### src/rtl/idar_pkg.sv
`default_nettype none
package idar_pkg;

    localparam int NUM_IDS_DEF    = 32;
    localparam int TIME_WIDTH_DEF = 32;

    localparam int MODE_W     = 2;
    localparam int ID_FIELD_W = 5;
    localparam int STATUS_W   = 2;
    localparam int EXPIRY_W   = 32;

    // request operation codes
    localparam logic [MODE_W-1:0] MODE_ALLOC = 2'd0;
    localparam logic [MODE_W-1:0] MODE_FREE  = 2'd1;
    localparam logic [MODE_W-1:0] MODE_TICK  = 2'd2;

    // result status codes
    localparam logic [STATUS_W-1:0] STAT_GRANT_FREE    = 2'd0;
    localparam logic [STATUS_W-1:0] STAT_GRANT_RECLAIM = 2'd1;
    localparam logic [STATUS_W-1:0] STAT_NONE_EXPIRED  = 2'd2;
    localparam logic [STATUS_W-1:0] STAT_DONE          = 2'd3;

    typedef enum logic [1:0] {
        CS_IDLE,
        CS_SCAN,
        CS_DRAIN,
        CS_FINISH
    } ctl_state_t;

    typedef struct packed {
        logic simple_op;   // execute free / tick / no-op and load result
        logic start_alloc; // clear scan trackers
        logic scan;        // read one entry, advance address
        logic finish;      // commit allocation and load result
    } dp_cmd_t;

    typedef struct packed {
        logic out_free;    // result register can take a new result
        logic scan_end;    // scan address is at the last ID
    } dp_sts_t;

endpackage
`default_nettype wire

### src/rtl/id_allocator_age_reclaim.sv
`default_nettype none
// Transaction ID allocator over NUM_IDS IDs with timeout reclaim. Each request
// on the s_ channel is an allocate, free, one-tick time step or no-op (s_tuser);
// every request returns exactly one result on the m_ channel. Allocate grants
// the lowest free ID and stamps it with the tick counter; with every ID busy,
// the ID with the oldest stamp (lowest ID on a tie) is reclaimed when its age
// is strictly above expiry_ticks, otherwise status reports that none expired.
// Free, tick and no-op requests load the result register when accepted.
// For an allocate, the stamp memory is then read one entry per cycle by a
// single scan that finds both the lowest free ID and the oldest stamp,
// followed by a pipeline drain state and a commit state. The next
// request is taken once the result register is empty or drains in the same
// cycle. expiry_ticks resets to 5 and may be
// written at any time on the cfg_ channel (always ready); write it only while
// no request is in flight. No clearing pass is needed after reset.
module id_allocator_age_reclaim
    import idar_pkg::*;
#(
    parameter int NUM_IDS    = NUM_IDS_DEF,
    parameter int TIME_WIDTH = TIME_WIDTH_DEF
) (
    input  wire logic                aclk,
    input  wire logic                aresetn,
    // request channel
    input  wire logic                s_tvalid,
    output logic                     s_tready,
    input  wire logic [7:0]          s_tdata,  // [4:0] free_id, [7:5] zero
    input  wire logic [MODE_W-1:0]   s_tuser,  // [1:0] mode
    // result channel
    output logic                     m_tvalid,
    input  wire logic                m_tready,
    output logic [7:0]               m_tdata,  // [4:0] granted_id, [7:5] zero
    output logic [STATUS_W-1:0]      m_tuser,  // [1:0] status
    // expiry_ticks write channel
    input  wire logic                cfg_valid,
    output logic                     cfg_ready,
    input  wire logic [EXPIRY_W-1:0] cfg_data
);

    dp_cmd_t               cmd;
    dp_sts_t               sts;
    logic [ID_FIELD_W-1:0] granted_id;

    // register write never stalls
    assign cfg_ready = 1'b1;

    // sequence each request: accept, and for an allocate scan, drain, commit
    idar_ctrl u_ctrl (
        .aclk     (aclk),
        .aresetn  (aresetn),
        .s_tvalid (s_tvalid),
        .mode     (s_tuser),
        .s_tready (s_tready),
        .sts      (sts),
        .cmd      (cmd)
    );

    // busy map, stamp memory, tick counter, scan trackers, result register
    idar_dp #(
        .NUM_IDS    (NUM_IDS),
        .TIME_WIDTH (TIME_WIDTH)
    ) u_dp (
        .aclk       (aclk),
        .aresetn    (aresetn),
        .cmd        (cmd),
        .sts        (sts),
        .mode       (s_tuser),
        .free_id    (s_tdata[ID_FIELD_W-1:0]),
        .cfg_we     (cfg_valid),
        .cfg_data   (cfg_data),
        .m_tready   (m_tready),
        .m_tvalid   (m_tvalid),
        .granted_id (granted_id),
        .status     (m_tuser)
    );

    // pad the granted ID to a whole byte
    assign m_tdata = {{(8 - ID_FIELD_W){1'b0}}, granted_id};

endmodule
`default_nettype wire

### src/rtl/idar_ctrl.sv
`default_nettype none
module idar_ctrl
    import idar_pkg::*;
(
    input  wire logic              aclk,
    input  wire logic              aresetn,
    input  wire logic              s_tvalid,
    input  wire logic [MODE_W-1:0] mode,
    output logic                   s_tready,
    input  wire dp_sts_t           sts,
    output dp_cmd_t                cmd
);

    ctl_state_t state_reg, state_next;

    always_ff @(posedge aclk) begin
        if (!aresetn) begin
            state_reg <= CS_IDLE;
        end else begin
            state_reg <= state_next;
        end
    end

    always_comb begin
        state_next = state_reg;
        cmd        = '0;
        s_tready   = 1'b0;
        case (state_reg)
            CS_IDLE: begin
                s_tready = sts.out_free;
                if (s_tvalid && sts.out_free) begin
                    if (mode == MODE_ALLOC) begin
                        cmd.start_alloc = 1'b1;
                        state_next      = CS_SCAN;
                    end else begin
                        cmd.simple_op = 1'b1;
                    end
                end
            end
            CS_SCAN: begin
                cmd.scan = 1'b1;
                if (sts.scan_end) begin
                    state_next = CS_DRAIN;
                end
            end
            // last entry is evaluated at the end of this cycle
            CS_DRAIN: begin
                state_next = CS_FINISH;
            end
            CS_FINISH: begin
                if (sts.out_free) begin
                    cmd.finish = 1'b1;
                    state_next = CS_IDLE;
                end
            end
            default: begin
                state_next = CS_IDLE;
            end
        endcase
    end

endmodule
`default_nettype wire

### src/rtl/idar_dp.sv
`default_nettype none
module idar_dp
    import idar_pkg::*;
#(
    parameter int NUM_IDS    = NUM_IDS_DEF,
    parameter int TIME_WIDTH = TIME_WIDTH_DEF
) (
    input  wire logic                  aclk,
    input  wire logic                  aresetn,
    input  wire dp_cmd_t               cmd,
    output dp_sts_t                    sts,
    input  wire logic [MODE_W-1:0]     mode,
    input  wire logic [ID_FIELD_W-1:0] free_id,
    input  wire logic                  cfg_we,
    input  wire logic [EXPIRY_W-1:0]   cfg_data,
    input  wire logic                  m_tready,
    output logic                       m_tvalid,
    output logic [ID_FIELD_W-1:0]      granted_id,
    output logic [STATUS_W-1:0]        status
);

    localparam int IDW   = $clog2(NUM_IDS);
    localparam int FIDW  = ((IDW > ID_FIELD_W) ? IDW : ID_FIELD_W) + 1;
    localparam int CMP_W = (TIME_WIDTH > EXPIRY_W) ? TIME_WIDTH : EXPIRY_W;

    logic [EXPIRY_W-1:0]   expiry_reg;
    logic [NUM_IDS-1:0]    busy_reg;
    logic [NUM_IDS-1:0]    vld_reg;
    logic [TIME_WIDTH-1:0] now_reg;
    logic [TIME_WIDTH-1:0] stamp_mem [NUM_IDS];

    logic [IDW-1:0]        cnt_reg;
    logic [TIME_WIDTH-1:0] rd_stamp_reg;
    logic                  rd_busy_reg;
    logic                  rd_vld_reg;
    logic [IDW-1:0]        rd_idx_reg;
    logic                  eval_reg;

    logic                  found_free_reg;
    logic [IDW-1:0]        free_idx_reg;
    logic [TIME_WIDTH-1:0] best_age_reg;
    logic [IDW-1:0]        oldest_reg;

    logic                  m_valid_reg;
    logic [ID_FIELD_W-1:0] granted_reg;
    logic [STATUS_W-1:0]   status_reg;

    logic [FIDW-1:0]       fid_ext;
    logic                  fid_ok;
    logic [TIME_WIDTH-1:0] age;
    logic                  reclaim;
    logic                  grant_en;
    logic [IDW-1:0]        grant_idx;

    assign fid_ext  = FIDW'(free_id);
    assign fid_ok   = fid_ext < FIDW'(NUM_IDS);
    // never-written stamps read as zero
    assign age      = now_reg - (rd_vld_reg ? rd_stamp_reg : '0);
    assign reclaim  = CMP_W'(best_age_reg) > CMP_W'(expiry_reg);
    assign grant_en = cmd.finish && (found_free_reg || reclaim);
    assign grant_idx = found_free_reg ? free_idx_reg : oldest_reg;

    assign sts.out_free = !m_valid_reg || m_tready;
    assign sts.scan_end = cnt_reg == IDW'(NUM_IDS - 1);

    assign m_tvalid   = m_valid_reg;
    assign granted_id = granted_reg;
    assign status     = status_reg;

    always_ff @(posedge aclk) begin
        if (!aresetn) begin
            expiry_reg <= EXPIRY_W'(5);
            busy_reg   <= '0;
            vld_reg    <= '0;
            now_reg    <= '0;
        end else begin
            if (cfg_we) begin
                expiry_reg <= cfg_data;
            end
            if (cmd.simple_op) begin
                case (mode)
                    MODE_FREE: begin
                        if (fid_ok) begin
                            busy_reg[fid_ext[IDW-1:0]] <= 1'b0;
                        end
                    end
                    MODE_TICK: begin
                        now_reg <= now_reg + 1'b1;
                    end
                    default: begin
                    end
                endcase
            end
            if (grant_en) begin
                busy_reg[grant_idx] <= 1'b1;
                vld_reg[grant_idx]  <= 1'b1;
            end
        end
    end

    always_ff @(posedge aclk) begin
        if (grant_en) begin
            stamp_mem[grant_idx] <= now_reg;
        end
        if (cmd.scan) begin
            rd_stamp_reg <= stamp_mem[cnt_reg];
        end
    end

    // scan address and one read stage
    always_ff @(posedge aclk) begin
        if (!aresetn) begin
            cnt_reg  <= '0;
            eval_reg <= 1'b0;
        end else begin
            eval_reg <= cmd.scan;
            if (cmd.start_alloc) begin
                cnt_reg <= '0;
            end else if (cmd.scan) begin
                cnt_reg <= cnt_reg + 1'b1;
            end
        end
    end

    always_ff @(posedge aclk) begin
        if (cmd.scan) begin
            rd_busy_reg <= busy_reg[cnt_reg];
            rd_vld_reg  <= vld_reg[cnt_reg];
            rd_idx_reg  <= cnt_reg;
        end
    end

    // lowest free ID and oldest stamp, first on a tie
    always_ff @(posedge aclk) begin
        if (!aresetn) begin
            found_free_reg <= 1'b0;
        end else if (cmd.start_alloc) begin
            found_free_reg <= 1'b0;
        end else if (eval_reg && !rd_busy_reg) begin
            found_free_reg <= 1'b1;
        end
    end

    always_ff @(posedge aclk) begin
        if (cmd.start_alloc) begin
            best_age_reg <= '0;
            oldest_reg   <= '0;
            free_idx_reg <= '0;
        end else if (eval_reg) begin
            if (!rd_busy_reg && !found_free_reg) begin
                free_idx_reg <= rd_idx_reg;
            end
            if (age > best_age_reg) begin
                best_age_reg <= age;
                oldest_reg   <= rd_idx_reg;
            end
        end
    end

    always_ff @(posedge aclk) begin
        if (!aresetn) begin
            m_valid_reg <= 1'b0;
        end else if (cmd.simple_op || cmd.finish) begin
            m_valid_reg <= 1'b1;
        end else if (m_tready) begin
            m_valid_reg <= 1'b0;
        end
    end

    always_ff @(posedge aclk) begin
        if (cmd.simple_op) begin
            granted_reg <= '0;
            status_reg  <= STAT_DONE;
        end else if (cmd.finish) begin
            if (found_free_reg) begin
                granted_reg <= ID_FIELD_W'(free_idx_reg);
                status_reg  <= STAT_GRANT_FREE;
            end else if (reclaim) begin
                granted_reg <= ID_FIELD_W'(oldest_reg);
                status_reg  <= STAT_GRANT_RECLAIM;
            end else begin
                granted_reg <= '0;
                status_reg  <= STAT_NONE_EXPIRED;
            end
        end
    end

    a_reclaim_all_busy: assert property (@(posedge aclk) disable iff (!aresetn)
        m_valid_reg && status_reg == STAT_GRANT_RECLAIM |-> &busy_reg)
        else $error("reclaim result shown while an ID is free");

    a_eval_after_scan: assert property (@(posedge aclk) disable iff (!aresetn)
        eval_reg |-> $past(cmd.scan))
        else $error("entry evaluated without a scan read");

    a_finish_drained: assert property (@(posedge aclk) disable iff (!aresetn)
        cmd.finish |-> !eval_reg && !cmd.scan)
        else $error("allocation committed before the scan drained");

endmodule
`default_nettype wire

### config.mk
export PLATFORM = sky130hd
export DESIGN_NAME = id_allocator_age_reclaim
export DESIGN_NICKNAME = d
export VERILOG_FILES = /design/src/rtl/idar_pkg.sv /design/src/rtl/id_allocator_age_reclaim.sv /design/src/rtl/idar_ctrl.sv /design/src/rtl/idar_dp.sv
export SDC_FILE = /design/constraint.sdc
export NUM_CORES = 2
export LEC_CHECK = 0
export BUFFER_PORTS_ARGS = -buffer_cell sky130_fd_sc_hd__buf_2
export CAP_MARGIN = 40
export CELL_PAD_IN_SITES_DETAIL_PLACEMENT = 1
export CELL_PAD_IN_SITES_GLOBAL_PLACEMENT = 1
export CORE_ASPECT_RATIO = 1.4
export CORE_MARGIN = 5
export CORE_UTILIZATION = 25
export DETAILED_ROUTE_END_ITERATION = 16
export PLACE_DENSITY = 0.53
export SYNTH_ARGS = -nofsm -noshare
export SYNTH_HDL_FRONTEND = slang
export SYNTH_SLANG_ARGS = --single-unit
### constraint.sdc
create_clock -name aclk -period 5 [get_ports aclk]
set_clock_uncertainty 0.1 [all_clocks]
set_input_delay 0 -clock aclk [delete_from_list [all_inputs] [get_ports aclk]]
set_output_delay 0 -clock aclk [all_outputs]
set_load 0.02 [all_outputs]
## Word level (Yosys, flattened, before mapping)

Memories as Yosys holds them, arrays and structs flattened. A register that Yosys moved wholly into a read port is not among the register bits.
Index checks and enable logic that the tools add are counted.

| word-level totals | value |
|---|---|
| memory bits (writable) | 1024 |
| output and inout port bits | 13 |
| input port bits | 47 |
| word-level logic and storage cells | 100 |
| register bits | 194 |
| memories | 1 |

| cells by class | value |
|---|---|
| eq/ne operators | 10 |
| $add $sub $neg | 3 |
| $lt $le $gt $ge | 8 |
| multiplexer cells | 36 |
| reduce and logical (&&, ||, !) cells | 20 |
| bitwise logic cells | 5 |

Memories:

| name | words | width | rd ports | clocked after Yosys merged registers in | write ports | line | RTL |
|---|---|---|---|---|---|---|---|
| u_dp.stamp_mem | 32 | 32 | 1 | 1 | 1 | idar_dp.sv:30 | `logic [TIME_WIDTH-1:0] stamp_mem [NUM_IDS];` |

Operator list:

| kind | count |
|---|---|
| 32-bit two-way mux | 6 |
| 32-bit > comparator | 2 |
| 32-bit bitwise OR | 2 |
| 32-bit by 1-bit adder with 32-bit output (second input constant) | 1 |
| 32-bit AND | 1 |
| 32-bit NOT | 1 |
| 32-bit subtractor | 1 |
| 5-bit by 6-bit < comparator with 1-bit output (second input constant) | 4 |
| 2-bit two-way mux | 8 |
| 5-bit two-way mux | 3 |
| 1-bit two-way mux | 14 |
| 1-bit binary-select mux with 5-bit select | 2 |
| 1-bit demux with 5-bit select | 2 |
| 5-bit by 1-bit >= comparator with 1-bit output (second input constant) | 2 |
| 2-bit case mux with 4 select lines | 1 |
| 2-bit equality test (second input constant) | 3 |
| 1-bit logical AND | 6 |
| 2-bit by 1-bit inequality test with 1-bit output (second input constant) | 3 |
| 2-bit AND reduction | 3 |
| 5-bit by 1-bit adder with 5-bit output (second input constant) | 1 |
| 5-bit equality test (second input constant) | 1 |
| 2-bit by 1-bit equality test with 1-bit output (second input constant) | 2 |
| 2-bit zero test | 2 |
| 4-bit AND reduction | 1 |
| other kinds (6) | 10 |

## Longest topological paths before layout

| depth | value |
|---|---|
| depth in word-level cells | 12 |
| gate-level depth with buffers | 24 |
| depth with buffers taken out | 22 |

## Modules after synthesis

A second synthesis with hierarchy kept.

| unflattened totals | value |
|---|---|
| cell total of the unflattened synthesis | 2797 |
| area total of the unflattened synthesis | 51194.1 um2 |

By module, submodules not included:

| module | area an instance (um2) | sequential area each (um2) | times used | cells an instance |
|---|---|---|---|---|
| idar_dp | 50941.4 | 35624.2 | 1 | 2765 |
| idar_ctrl | 215.2 | 40.0 | 1 | 26 |
| id_allocator_age_reclaim | 37.5 | 0.0 | 1 | 6 |

## Least setup slack after synthesis

OpenSTA, ideal clock, no wires.

| timing | value |
|---|---|
| kind | register to register |
| from | register u_dp.now_reg[0] |
| to | register u_dp.best_age_reg[10] |
| data required time | 4.772 ns |
| stages on the path, launching flop included | 23 |
| path buffers | 2 |
| data arrival time | 4.899 ns |
| slack | -0.126 ns |
| path through | dfxtp_1 -> inv_1 -> ha_1 -> fa_1 -> nor2b_1 -> o2111ai_1 -> a2111oi_0 -> nand3b_1 -> o21ai_0 -> a21oi_1 -> nor3_1 -> xnor2_1 -> ha_1 -> a21oi_1 -> nand2_1 -> a221o_1 -> a21oi_1 -> o21ai_0 -> o211ai_1 -> clkbuf_1 -> buf_2 -> mux2i_1 -> nor2_1 |

| on the way | value |
|---|---|
| cells in the longest elaborated chain, start to end | 3 |

Ends and longest elaborated chain:

| item | line | RTL |
|---|---|---|
| start, declared | idar_dp.sv:29 | `logic [TIME_WIDTH-1:0] now_reg;` |
| start signal, assigned | idar_dp.sv:88 | `now_reg <= now_reg + 1'b1;` |
| 32-bit subtractor | idar_dp.sv:58 | `assign age = now_reg - (rd_vld_reg ? rd_stamp_reg : '0);` |
| via u_dp.age[30] | idar_dp.sv:50 | `logic [TIME_WIDTH-1:0] age;` |
| 32-bit > comparator | idar_dp.sv:153 | `if (age > best_age_reg) begin` |
| 2-bit AND reduction (no source line) | - |  |
| end signal, assigned | idar_dp.sv:154 | `best_age_reg <= age;` |
| end, declared | idar_dp.sv:41 | `logic [TIME_WIDTH-1:0] best_age_reg;` |

The timed path passes the listed nets, and every way through them passes these cells.
A chain may end at the register's enable or synchronous reset.

## Final worst setup path

| timing | value |
|---|---|
| from | register u_dp.rd_vld_reg |
| to | register u_dp.best_age_reg[19] |

| on the way | value |
|---|---|
| cells in the longest elaborated chain, start to end | 4 |

Ends and longest elaborated chain:

| item | line | RTL |
|---|---|---|
| start, declared | idar_dp.sv:35 | `logic rd_vld_reg;` |
| start signal, assigned | idar_dp.sv:128 | `rd_vld_reg <= vld_reg[cnt_reg];` |
| 32-bit two-way mux | idar_dp.sv:58 |  |
| 32-bit subtractor | idar_dp.sv:58 |  |
| via u_dp.age[27] | idar_dp.sv:50 |  |
| 32-bit > comparator | idar_dp.sv:153 |  |
| 2-bit AND reduction (no source line) | - |  |

The timed path passes the listed nets, and every way through them passes these cells.

==> key figures <==
Power
  • Maximum vdd drop: 278.1 uV
  • PwrDens: 431.0 mW/mm^2
  • Lkg Pwr: 20.94 nW

Place
  • HPWL after DPL: 87630 um
  • IO buf count: 52
  • Placed Area: 0.05679 mm^2
  • Gpl congestion: 0.7743

Detailed routing
  • Post-DR vias/cell: 4.585
  • DRC Markers: 0
  • Max layer used: met4
  • Drt first pass iters: 5
  • Antenna viol nets, final: 0
  • DR WL/cell: 24.69 um
  • Met1 wire length: 58870 um
  • Met3 WL post-DR: 5679 um
  • First DRT Iteration DRCs: 1780
  • Routed WL: 148000 um
  • Met2 wire len: approximately 80000 um
  • Via count: 27470

Yosys
  • Register area share after synthesis: a little over two thirds
  • Avg Cell Area, Syn: 18.11 um^2
  • Post-synthesis register bit count: 1250
  • Most instantiated library cell after synthesis: edfxtp_1
  • Synth unique cells: 65
  • Number of flops mapped to enable cells by yosys: 1063
  • Post-Synthesis Cell Area: between 0.05 and 0.06 mm^2
  • Most frequent cells after synthesis: edfxtp_1 (1063), mux4_2 (340), dfxtp_1 (187)
  • Primary FF master, synth: edfxtp_1
  • Top-area cell type share of the netlist area: about 62%
  • Instance count of the mapped netlist: 2823
  • Largest cells by area after synthesis: edfxtp_1 (62%), mux4_2 (15%), dfxtp_1 (7.3%)
  • Area leader, netlist: edfxtp_1
  • Ys async rst share: 0%
  • Ys Warns: 0

Global routing
  • Largest net degree at the start of global routing: 68
  • Antenna violations before repair: 4
  • Global-route wire length before repair: around 210000 um
  • GR Overflow Total: 0
  • Number of global-route vias before repair: around 30000
  • Total track usage: 13.77%

STA
  • F_max: 206.7 MHz
  • Normalized max-slew margin: around 44%
  • Period Utilization, post-route: between 90% and 100%
  • Final Max Tran Viols: 0
  • Minimum period implied by the final worst setup slack: 4.839 ns
  • RSZ-0062 raised after global routing: true
  • Final setup fails: 0
  • Worst-Margin Slew: 0.8444 ns
  • Setup TNS: 0 ns
  • Final Hold Fails: 0

Clock network
  • Clock Latency Late Sink: approximately 0.75 ns
  • TritonCTS Sinks: 1250
  • TritonCTS clock tree: done
  • CTS Buf Count: 116
  • H-tree levels: 3
  • Clock Tree Root: clkbuf_16
  • Clock-pin transition on the worst setup and hold timing paths: ~0.060 ns
  • Clk buf depth: 3

Cells and area
  • Area growth, synth to finish: 22.24%
  • Nets@finish: between 3000 and 4000
  • Largest register FFs: 1024
  • Design Area, Final: 0.06248 mm^2
  • Layout Utilization: between 30% and 40%
  • Layout cells sized above 1: 27.62%
  • Top reg by flops: u_dp.stamp_mem

Die
  • Die width: approximately 390 um
  • Die Ht: 545 um
  • Core box area: 0.2035 mm^2
  • Ports: 60
  • Initial Util: 25.11%
  • Die area: between 0.2 and 0.25 mm^2
  • Cell row count: 196

Min path
  • Worst hold path type: in2reg

Setup path
  • Delay-heaviest family, CP: compound AO/OA/AOI/OAI gates
  • Crit start category: flop
  • Critical setup path kind: reg2reg
  • WP buf/inv: 6
  • CP max FO: 8
  • Slowest stage cell, crit path: edfxtp_1
  • Critical Path Sink Type: flop
  • Crit path arrival time: around 5.3 ns
  • Required time of the critical path: 5.50 ns
  • CP max stage delay: 0.46 ns

Flow run
  • Max-capacitance violation count: 0

Outcome
  • Status: complete, no violations
-- what timing repair did --
action / 4_1_cts / 5_1_grt
cloned: 1 / 1
hold buffers: 145 / 0
hold endpoints to repair: 157 / 0
resized for setup: 22 / 39
pin swaps: 14 / 18
setup endpoints to repair: 35 / 37
setup buffers: 13 / 1
-- metrics by stage --
stage                     hold slack (ns)  cells  power, mW  setup slack [ns]
after floorplan                   0.02868   2825      15.97           0.02990
after global placement             0.1297   5604      17.89           -0.1121
after detailed placement           0.1415   5613      17.99           -0.1116
after CTS                          0.1408   5989      27.25           0.03105
after global routing               0.2281   5990      28.21           -0.1417
final                              0.2035   5992      26.93            0.1613
-- worst paths after layout --
path	startpoint	endpoint	slack, ns	cells after the start
min reg2reg	u_dp.vld_reg[19]	u_dp.vld_reg[19]	0.35	2
max reg2reg	u_dp.rd_vld_reg	u_dp.best_age_reg[19]	0.16	25
max	u_dp.rd_vld_reg	u_dp.best_age_reg[19]	0.16	25
min	s_tuser[1]	u_dp.busy_reg[31]	0.20	5
-- logic make-up (layout without fill, tap and decap cells) --
group | Yosys count | in the layout | synth area share, %
other cells | 2 | 7 | 0.01469
simple gates | 451 | 451 | 4.259
buf+inv | 229 | 720 | 1.750
mux | 448 | 448 | 17.18
xor+xnor | 56 | 56 | 0.9596
flops | 1250 | 1250 | 69.78
compound gates | 283 | 283 | 3.493
fa+ha+maj | 104 | 104 | 2.561
-- worst reg2reg max path: cells and delay by family (launching register included) --
family                   cells  cell delay, ns
AND/OR/NAND/NOR              5            0.43
adder cells (fa/ha/maj)      2            0.42
buffers and inverters        6            0.88
flip-flops                   1            0.46
XOR/XNOR                     1            0.18
AO/OA/AOI/OAI               10            2.04
multiplexers                 1            0.21
-- layout by cell type, fill, tap and decap left out, types with 36 or more instances in the layout --
master and instances:
buf_12 57, nand2_1 137, dfxtp_1 179, mux4_2 340, o21ai_0 94, buf_4 153
xnor2_1 36, nor2_1 82, ha_1 95, o211ai_1 38, a21oi_1 52, clkbuf_16 119
edfxtp_1 1063, dlygate4sd3_1 145, mux2i_1 70, inv_1 84, buf_2 51, nor2b_1 40
mux2_2 36
-- layout make-up --
| cell class | count | area (um^2) |
|---|---|---|
| inverters | 85 | 319.1 |
| multi-input cells | 1346 | 15080 |
| fillers | 20880 | 141100 |
| well taps | 2673 | 3344 |
| repair buffers | 418 | 4225 |
| clock buffers | 141 | 3049 |
| clock inverters | 76 | 772.0 |
| flip-flops and latches | 1250 | 35680 |
| diodes | 3 | 7.507 |
-- report_power, final --
group	switching (mW)	internal, mW	leakage (nW)
clock network	4.04	4.98	1.86
logic	2.94	3.10	7.63
registers	0.319	11.5	11.5
-- layer usage --
layer	up-vias	track usage, %
li1	12030	-
met1	14720	16.50
met2	521	25.43
met3	195	1.705
met4	0	4.751
met5	-	0
Note: power is estimated with default switching activity, not from simulation.
